===== config.mk =====
export PLATFORM = sky130hd
export DESIGN_NAME = typed_message_deframer_flat
export DESIGN_NICKNAME = d
export VERILOG_FILES = /design/src/hdl/tmd_pkg.sv /design/src/hdl/tmd_if.sv /design/src/hdl/typed_message_deframer.sv /design/src/hdl/tmd_in_stage.sv /design/src/hdl/tmd_decode.sv /design/src/flat_wrapper.sv
export SDC_FILE = /design/constraint.sdc
export NUM_CORES = 1
export LEC_CHECK = 0
export BUFFER_PORTS_ARGS = -buffer_cell sky130_fd_sc_hd__buf_2
export CAP_MARGIN = 20
export CORE_MARGIN = 8
export CORE_UTILIZATION = 40
export DETAILED_ROUTE_END_ITERATION = 10
export PLACE_DENSITY = 0.69
export SKIP_CTS_REPAIR_TIMING = 1
export SYNTH_ARGS = -nofsm -noshare
export SYNTH_HDL_FRONTEND = slang
export SYNTH_SLANG_ARGS = --single-unit
export TNS_END_PERCENT = 30

===== constraint.sdc =====
create_clock -name clk_i -period 3.5 [get_ports clk_i]
set_clock_uncertainty 0.1 [all_clocks]
set_input_delay 0.175 -clock clk_i [delete_from_list [all_inputs] [get_ports clk_i]]
set_output_delay 0.175 -clock clk_i [all_outputs]
set_load 0.02 [all_outputs]

===== src/hdl/tmd_pkg.sv =====
// Shared constants, types and helpers of the typed message deframer.
`default_nettype none
package tmd_pkg;

  localparam int unsigned MAX_MESSAGE  = 1024;
  localparam int unsigned CHECK_OFFSET = 6;

  localparam int unsigned BYTE_W = 8;
  localparam int unsigned KIND_W = 3;
  localparam int unsigned POS_W  = 10;
  localparam int unsigned CNT_W  = $clog2(MAX_MESSAGE);

  localparam logic [CNT_W-1:0] POS_CAP   = CNT_W'(MAX_MESSAGE - 1);
  localparam logic [CNT_W-1:0] CHECK_POS = CNT_W'(CHECK_OFFSET);

  localparam logic [BYTE_W-1:0] BYTE_PACKET  = 8'h01;
  localparam logic [BYTE_W-1:0] BYTE_ETX     = 8'h03;
  localparam logic [BYTE_W-1:0] BYTE_READY   = 8'h04;
  localparam logic [BYTE_W-1:0] BYTE_IDLE    = 8'h05;
  localparam logic [BYTE_W-1:0] BYTE_STATUS  = 8'h10;
  localparam logic [BYTE_W-1:0] BYTE_ERROR   = 8'h15;
  localparam logic [BYTE_W-1:0] BYTE_ETB     = 8'h17;
  localparam logic [BYTE_W-1:0] BYTE_SHORT   = 8'hfe;

  typedef enum logic [KIND_W-1:0] {
    KIND_READY  = 3'd0,
    KIND_IDLE   = 3'd1,
    KIND_ERROR  = 3'd2,
    KIND_STATUS = 3'd3,
    KIND_PACKET = 3'd4,
    KIND_DATA   = 3'd5,
    KIND_NONE   = 3'd7
  } kind_e;

  // Input register contents handed to the decode stage.
  typedef struct packed {
    logic              valid;
    logic [BYTE_W-1:0] data;
  } stage_t;

  function automatic kind_e classify(input logic [BYTE_W-1:0] b);
    kind_e k;
    case (b)
      BYTE_READY:  k = KIND_READY;
      BYTE_IDLE:   k = KIND_IDLE;
      BYTE_ERROR:  k = KIND_ERROR;
      BYTE_STATUS: k = KIND_STATUS;
      BYTE_PACKET: k = KIND_PACKET;
      default:     k = KIND_DATA;
    endcase
    return k;
  endfunction

endpackage
`default_nettype wire


===== src/hdl/tmd_if.sv =====
// Byte and result channel interfaces of the typed message deframer.
`default_nettype none
interface tmd_byte_if;
  import tmd_pkg::*;
  logic              valid;
  logic              ready;
  logic [BYTE_W-1:0] data_byte;

  modport source (output valid, output data_byte, input ready);
  modport sink   (input valid, input data_byte, output ready);
endinterface

interface tmd_result_if;
  import tmd_pkg::*;
  logic              valid;
  logic              ready;
  logic [BYTE_W-1:0] out_byte;
  logic [KIND_W-1:0] message_kind;
  logic [POS_W-1:0]  position;
  logic              message_start;
  logic              message_end;
  logic              checksum_good;
  logic              overflow;

  modport source (output valid, output out_byte, output message_kind, output position,
                  output message_start, output message_end, output checksum_good,
                  output overflow, input ready);
  modport sink   (input valid, input out_byte, input message_kind, input position,
                  input message_start, input message_end, input checksum_good,
                  input overflow, output ready);
endinterface
`default_nettype wire


===== src/hdl/typed_message_deframer.sv =====
// Typed message deframer: takes one byte per cycle while the result is not
// stalled and returns each byte tagged with its message kind, position,
// start/end marks, checksum result and overflow. A byte passes through the
// input register and then the result register, with the message state
// updated between them. Ready is combinational from the output ready through
// the two register stages, so a stalled result holds both stages in place.
`default_nettype none
module typed_message_deframer (
  input  wire logic    clk_i,
  input  wire logic    rst_ni,
  tmd_byte_if.sink     in_i,
  tmd_result_if.source out_o
);
  import tmd_pkg::*;

  stage_t stage;
  logic   advance;

  tmd_in_stage u_in_stage (
    .clk_i     (clk_i),
    .rst_ni    (rst_ni),
    .in_i      (in_i),
    .advance_i (advance),
    .stage_o   (stage)
  );

  tmd_decode u_decode (
    .clk_i     (clk_i),
    .rst_ni    (rst_ni),
    .stage_i   (stage),
    .advance_o (advance),
    .out_o     (out_o)
  );
endmodule
`default_nettype wire


===== src/hdl/tmd_in_stage.sv =====
// Input register: captures one byte request and holds it until decode takes it.
`default_nettype none
module tmd_in_stage (
  input  wire logic     clk_i,
  input  wire logic     rst_ni,
  tmd_byte_if.sink      in_i,
  input  wire logic     advance_i,
  output tmd_pkg::stage_t stage_o
);
  import tmd_pkg::*;

  logic              valid_q, valid_d;
  logic [BYTE_W-1:0] data_q;
  logic              in_fire;

  // Free slot, or the held byte moves on this cycle.
  assign in_i.ready = !valid_q || advance_i;
  assign in_fire    = in_i.valid && in_i.ready;

  always_comb begin
    valid_d = valid_q;
    if (in_fire) begin
      valid_d = 1'b1;
    end else if (advance_i) begin
      valid_d = 1'b0;
    end
  end

  always_ff @(posedge clk_i or negedge rst_ni) begin
    if (!rst_ni) begin
      valid_q <= 1'b0;
    end else begin
      valid_q <= valid_d;
    end
  end

  always_ff @(posedge clk_i) begin
    if (in_fire) begin
      data_q <= in_i.data_byte;
    end
  end

  assign stage_o.valid = valid_q;
  assign stage_o.data  = data_q;
endmodule
`default_nettype wire


===== src/hdl/tmd_decode.sv =====
// Message state machine and result register.
`default_nettype none
module tmd_decode (
  input  wire logic       clk_i,
  input  wire logic       rst_ni,
  input  wire tmd_pkg::stage_t stage_i,
  output logic            advance_o,
  tmd_result_if.source    out_o
);
  import tmd_pkg::*;

  kind_e             kind_q, kind_d;
  logic [CNT_W-1:0]  cnt_q, cnt_d;
  logic [BYTE_W-1:0] xor_q, xor_d;
  logic              await_q, await_d;
  logic              exceed_q, exceed_d;

  kind_e             kind;
  logic [CNT_W-1:0]  pos;
  logic              start, fin, good, ovf;
  logic [BYTE_W-1:0] expect_sum;
  logic [BYTE_W-1:0] b;

  logic              out_valid_q;
  logic              fire;

  assign advance_o = !out_valid_q || out_o.ready;
  assign fire      = stage_i.valid && advance_o;
  assign b         = stage_i.data;

  always_comb begin
    kind_d     = kind_q;
    cnt_d      = cnt_q;
    xor_d      = xor_q;
    await_d    = await_q;
    exceed_d   = exceed_q;
    kind       = kind_q;
    pos        = '0;
    start      = 1'b0;
    fin        = 1'b0;
    good       = 1'b0;
    ovf        = 1'b0;
    expect_sum = xor_q;

    if (kind_q == KIND_NONE) begin
      kind     = classify(b);
      start    = 1'b1;
      xor_d    = '0;
      await_d  = 1'b0;
      exceed_d = 1'b0;
      cnt_d    = '0;
      if (kind == KIND_READY || kind == KIND_IDLE || kind == KIND_ERROR) begin
        fin = 1'b1;
      end else begin
        kind_d = kind;
      end
    end else begin
      if (cnt_q < POS_CAP) begin
        cnt_d = cnt_q + 1'b1;
      end else begin
        cnt_d    = POS_CAP;
        exceed_d = 1'b1;
      end
      pos = cnt_d;
      ovf = exceed_d;

      case (kind_q)
        KIND_STATUS: fin = 1'b1;
        KIND_DATA:   fin = (b == BYTE_READY);
        KIND_PACKET: begin
          if (await_q) begin
            // Short packets compare against a fixed marker byte.
            expect_sum = (pos >= CHECK_POS) ? xor_q : BYTE_SHORT;
            good       = (expect_sum == b);
            fin        = 1'b1;
          end else begin
            if (pos >= CHECK_POS) begin
              xor_d = xor_q ^ b;
            end
            if (b == BYTE_ETX || b == BYTE_ETB) begin
              await_d = 1'b1;
            end
          end
        end
        default:     fin = 1'b1;
      endcase

      if (fin) begin
        kind_d   = KIND_NONE;
        cnt_d    = '0;
        xor_d    = '0;
        await_d  = 1'b0;
        exceed_d = 1'b0;
      end
    end
  end

  always_ff @(posedge clk_i or negedge rst_ni) begin
    if (!rst_ni) begin
      kind_q      <= KIND_NONE;
      cnt_q       <= '0;
      xor_q       <= '0;
      await_q     <= 1'b0;
      exceed_q    <= 1'b0;
      out_valid_q <= 1'b0;
    end else begin
      if (fire) begin
        kind_q   <= kind_d;
        cnt_q    <= cnt_d;
        xor_q    <= xor_d;
        await_q  <= await_d;
        exceed_q <= exceed_d;
      end
      if (advance_o) begin
        out_valid_q <= stage_i.valid;
      end
    end
  end

  always_ff @(posedge clk_i) begin
    if (fire) begin
      out_o.out_byte      <= b;
      out_o.message_kind  <= kind;
      out_o.position      <= POS_W'(pos);
      out_o.message_start <= start;
      out_o.message_end   <= fin;
      out_o.checksum_good <= good;
      out_o.overflow      <= ovf;
    end
  end

  assign out_o.valid = out_valid_q;
endmodule
`default_nettype wire


===== src/flat_wrapper.sv =====
// flat-port wrapper written by rule: the top's interface ports become plain ports
module typed_message_deframer_flat import tmd_pkg::*;
  (clk_i, rst_ni, in_i_valid, in_i_data_byte, in_i_ready, out_o_valid, out_o_out_byte, out_o_message_kind, out_o_position, out_o_message_start, out_o_message_end, out_o_checksum_good, out_o_overflow, out_o_ready);
  tmd_byte_if in_i_i ();
  tmd_result_if out_o_i ();
  input  wire logic clk_i;
  input  wire logic rst_ni;
  input wire logic [$bits(in_i_i.valid)-1:0] in_i_valid;
  input wire logic [$bits(in_i_i.data_byte)-1:0] in_i_data_byte;
  output wire logic [$bits(in_i_i.ready)-1:0] in_i_ready;
  output wire logic [$bits(out_o_i.valid)-1:0] out_o_valid;
  output wire logic [$bits(out_o_i.out_byte)-1:0] out_o_out_byte;
  output wire logic [$bits(out_o_i.message_kind)-1:0] out_o_message_kind;
  output wire logic [$bits(out_o_i.position)-1:0] out_o_position;
  output wire logic [$bits(out_o_i.message_start)-1:0] out_o_message_start;
  output wire logic [$bits(out_o_i.message_end)-1:0] out_o_message_end;
  output wire logic [$bits(out_o_i.checksum_good)-1:0] out_o_checksum_good;
  output wire logic [$bits(out_o_i.overflow)-1:0] out_o_overflow;
  input wire logic [$bits(out_o_i.ready)-1:0] out_o_ready;
  assign in_i_i.valid = in_i_valid;
  assign in_i_i.data_byte = in_i_data_byte;
  assign in_i_ready = in_i_i.ready;
  assign out_o_valid = out_o_i.valid;
  assign out_o_out_byte = out_o_i.out_byte;
  assign out_o_message_kind = out_o_i.message_kind;
  assign out_o_position = out_o_i.position;
  assign out_o_message_start = out_o_i.message_start;
  assign out_o_message_end = out_o_i.message_end;
  assign out_o_checksum_good = out_o_i.checksum_good;
  assign out_o_overflow = out_o_i.overflow;
  assign out_o_i.ready = out_o_ready;
  typed_message_deframer u_core (.clk_i(clk_i), .rst_ni(rst_ni), .in_i(in_i_i), .out_o(out_o_i));
endmodule

==> reports/qor.yml <==
status:
  status: "complete, no violations"
layout:
  area_delta_synth_final_pct: 19.8
  diodes: 0
  fillers: 635
  drive_above_1_share: 0.213
  fin_util: 0.494
  final_cell_area_um2: 3340
  fin_cells: 381
  final_nets: 309
worst_setup_path:
  r2r-end: "u_core.u_decode.xor_q[6]$_DFFE_PN0P_"
  cp.arrival_ns: 3.08
  worstSetupPathType: "reg2reg"
  worstPathRequired_ns: 3.64
  cp_max_fo: 16
  cp-end-kind: "flip-flop"
  r2r_slack_ns: 0.56
  r2r_start: "u_core.u_decode.cnt_q[0]$_DFFE_PN0P_"
  rr_worst_depth: 8
  startpoint_type: "flip-flop"
power_and_ir_drop:
  leakage_nw: 1.35
  power.switching_uw: 482
  p_int_mw: 1.28
  power_density_nw_per_um2: 529
  seq_power_share: 0.466
  ir_drop_mv: 0.250
  clockPowerShare: 0.367
  comb_power_share: 0.167
  switching_share: 0.273
timing:
  slew_violations: 0
  hold_viol: 0
  period_needed_ns: 2.94
  relSlewSlack: 0.464
  tightest_slew_ns: 0.798
  max_freq_ghz: 0.341
  fin_crit_sh: 0.839
  setup_ws_ns: 0.564
  setup_viol: 0
  tns_ns: 0
  rsz0062_at_grt: "false"
min_path:
  hold_path_startpoint: "out_o_ready"
  worstHoldPathCells: 3
  hp-class: "in2reg"
  hold_end: "u_core.u_decode.out_o.valid$_DFFE_PN0P_"
die:
  core_area_um2: 6760
  start_util: 0.412
  fp.dieW_um: 99.5
  die_h_um: 99.5
  io_pins: 39
  rows: 30
  die_area_um2: 9890
logic_synthesis:
  yosys_warnings: 0
  synth_seq_area_share: 0.581
  synth-main-ff-cell: "edfxtp_1"
  ys_top_cells_by_area: "edfxtp_1, dfrtp_1, nand2_1, nand2b_1, nor2_1"
  synth-edff-count: 33
  async_flop_share: 0.431
  synthCells: 246
  netlist_area_um2: 2790
  synth_top_area_share: 0.356
  yosysMostFrequentCell: "edfxtp_1"
  yosysTopAreaCell: "edfxtp_1"
  avgSynthCellArea_um2: 11.3
  syn-num-nets: 259
  ys_ff_latch: 58
  synthTopCellsByCount: "edfxtp_1, nand2_1, nor2_1, dfrtp_1"
  ys_types: 49
clock_network:
  numCtsBuffers: 9
  clk_transition_reported_paths_ns: 0.07
  clk_latency_ns: 0.33
  ctsRootBufferMaster: "clkbuf_8"
  clock-sinks: 58
  h-tree-depth: 3
  cts_tree: "built"
  clockBufferDepth: 2
routing:
  first_pass_iters: 4
  m1WireLength_um: 2690
  met3_length_um: 229
  antenna_left: 0
  met2_length_um: 2570
  routed.top_layer: "met4"
  vias: 1988
  drc: 0
  vias_per_cell: 5.22
  drtIter0Drc: 122
  totalWireLength_um: 5590
  routedWlPerCell_um: 14.7
global_route:
  overflow: 0
  antenna_found_initial: 0
  grt_max_degree: 35
  grtUsageTotal: 0.117
  grt_pass1_vias: 1924
  grt_first_pass_wirelength_um: 9160
placed_design:
  place_ws_ns: 0.621
  place_hpwl_um: 3790
  dp_cells: 355
  dpl_cell_area_um2: 3030
  port_buffers: 38
  gp_congestion: 0.788
flow_run:
  drv_cap: 0
==> layer usage <==
layer,vias up,global-route usage
li1,1001,-
met1,939,0.145
met2,39,0.178
met3,9,0.0342
met4,0,0.0698
met5,-,0
==> worst max path at each step <==
stage	startpoint	to	slack [ns]	cells past startpoint
after detailed placement	u_core.u_decode.cnt_q[0]$_DFFE_PN0P_	u_core.u_decode.xor_q[6]$_DFFE_PN0P_	0.62	8
after floorplan	u_core.u_decode.cnt_q[0]$_DFFE_PN0P_	u_core.u_decode.xor_q[6]$_DFFE_PN0P_	0.89	8
after global routing	u_core.u_decode.cnt_q[0]$_DFFE_PN0P_	u_core.u_decode.xor_q[6]$_DFFE_PN0P_	0.39	8
final	u_core.u_decode.cnt_q[0]$_DFFE_PN0P_	u_core.u_decode.xor_q[6]$_DFFE_PN0P_	0.56	8
after global placement	u_core.u_decode.cnt_q[0]$_DFFE_PN0P_	u_core.u_decode.xor_q[6]$_DFFE_PN0P_	0.69	8
after CTS	u_core.u_decode.cnt_q[0]$_DFFE_PN0P_	u_core.u_decode.xor_q[6]$_DFFE_PN0P_	0.60	8
==> registers in the layout (all words and copies together), names as in the netlist <==
signal                               count
u_core.u_decode.out_o.message_end        1
u_core.u_decode.out_o.overflow           1
u_core.u_decode.cnt_q                   10
u_core.u_decode.exceed_q                 1
u_core.u_decode.out_o.checksum_good      1
u_core.u_decode.out_o.message_start      1
u_core.u_decode.out_o.position          10
u_core.u_in_stage.data_q                 8
u_core.u_decode.xor_q                    8
u_core.u_decode.kind_q                   3
u_core.u_decode.await_q                  1
u_core.u_decode.out_o.out_byte           8
u_core.u_decode.out_o.valid              1
u_core.u_in_stage.valid_q                1
u_core.u_decode.out_o.message_kind       3
==> placed cells by master (no fill, tap or decap), types with 3 or more instances in the layout <==
cell type      synthesis  layout
a21oi_1               15      15
a31oi_1                4       4
and2_1                 4       4
and3_1                 3       3
buf_2                  0      38
buf_4                  5       4
clkbuf_8               0       9
dfrtp_1               22      22
dfstp_2                3       3
dlygate4sd3_1          0      10
edfxtp_1              33      33
inv_1                  4       4
mux2i_1                8       8
nand2_1               25      25
nand2b_1              15      15
nand3_1                8       8
nand4_1                7       7
nor2_1                23      23
nor3_1                 5       5
o21ai_0                4       4
o2bb2ai_1              6       6
or3_1                  4       4
xnor2_1                7       7
==> layout make-up <==
| type | instances | area [µm²] | share of cell area |
|---|---|---|---|
| Clock buffer | 10 | 128 | 0.0382 |
| Clock inverter | 6 | 81.3 | 0.0244 |
| Inverter | 4 | 15.0 | 0.00450 |
| Multi-Input combinational cell | 171 | 1070 | 0.321 |
| Sequential cell | 58 | 1620 | 0.486 |
| Tap cell | 80 | 100 | 0.0300 |
| Timing Repair Buffer | 52 | 320 | 0.0960 |
==> critical path: stages, from the launching register on <==
cell and delay [ns]:
dfrtp_1 0.43, ha_1 0.28, nand3_2 0.17, or4b_4 0.59, a2111oi_4 0.33, nand4_2 0.22, nand2_4 0.25, mux2_1 0.34
o22ai_1 0.15
==> per-stage QoR <==
step | hold slack, ns | total power, mW
6_report | 0.0188 | 1.77
5_1_grt | 0.0521 | 1.84
4_1_cts | -0.237 | 1.78
3_5_place_dp | 0.126 | 1.12
3_3_place_gp | 0.132 | 1.12
2_1_floorplan | -0.221 | 1.03
==> logic make-up after synthesis <==
family / Yosys count / synth area share
xor+xnor: 9 / 0.0283
fa+ha+maj: 1 / 0.00449
buf+inv: 17 / 0.0337
simple gates: 105 / 0.199
flops: 58 / 0.582
compound gates: 47 / 0.120
mux: 9 / 0.0328
==> power groups by stage <==
| stage | Sequential (mW) | Combinational (mW) | Clock (mW) |
|---|---|---|---|
| global route | 0.830 | 0.324 | 0.691 |
| floorplan | 0.869 | 0.160 | 0 |
| finish | 0.824 | 0.294 | 0.648 |
| CTS | 0.824 | 0.289 | 0.668 |
| global placement | 0.835 | 0.284 | 0 |
| detailed placement | 0.837 | 0.287 | 0 |
(Power assumes the default switching activity.)
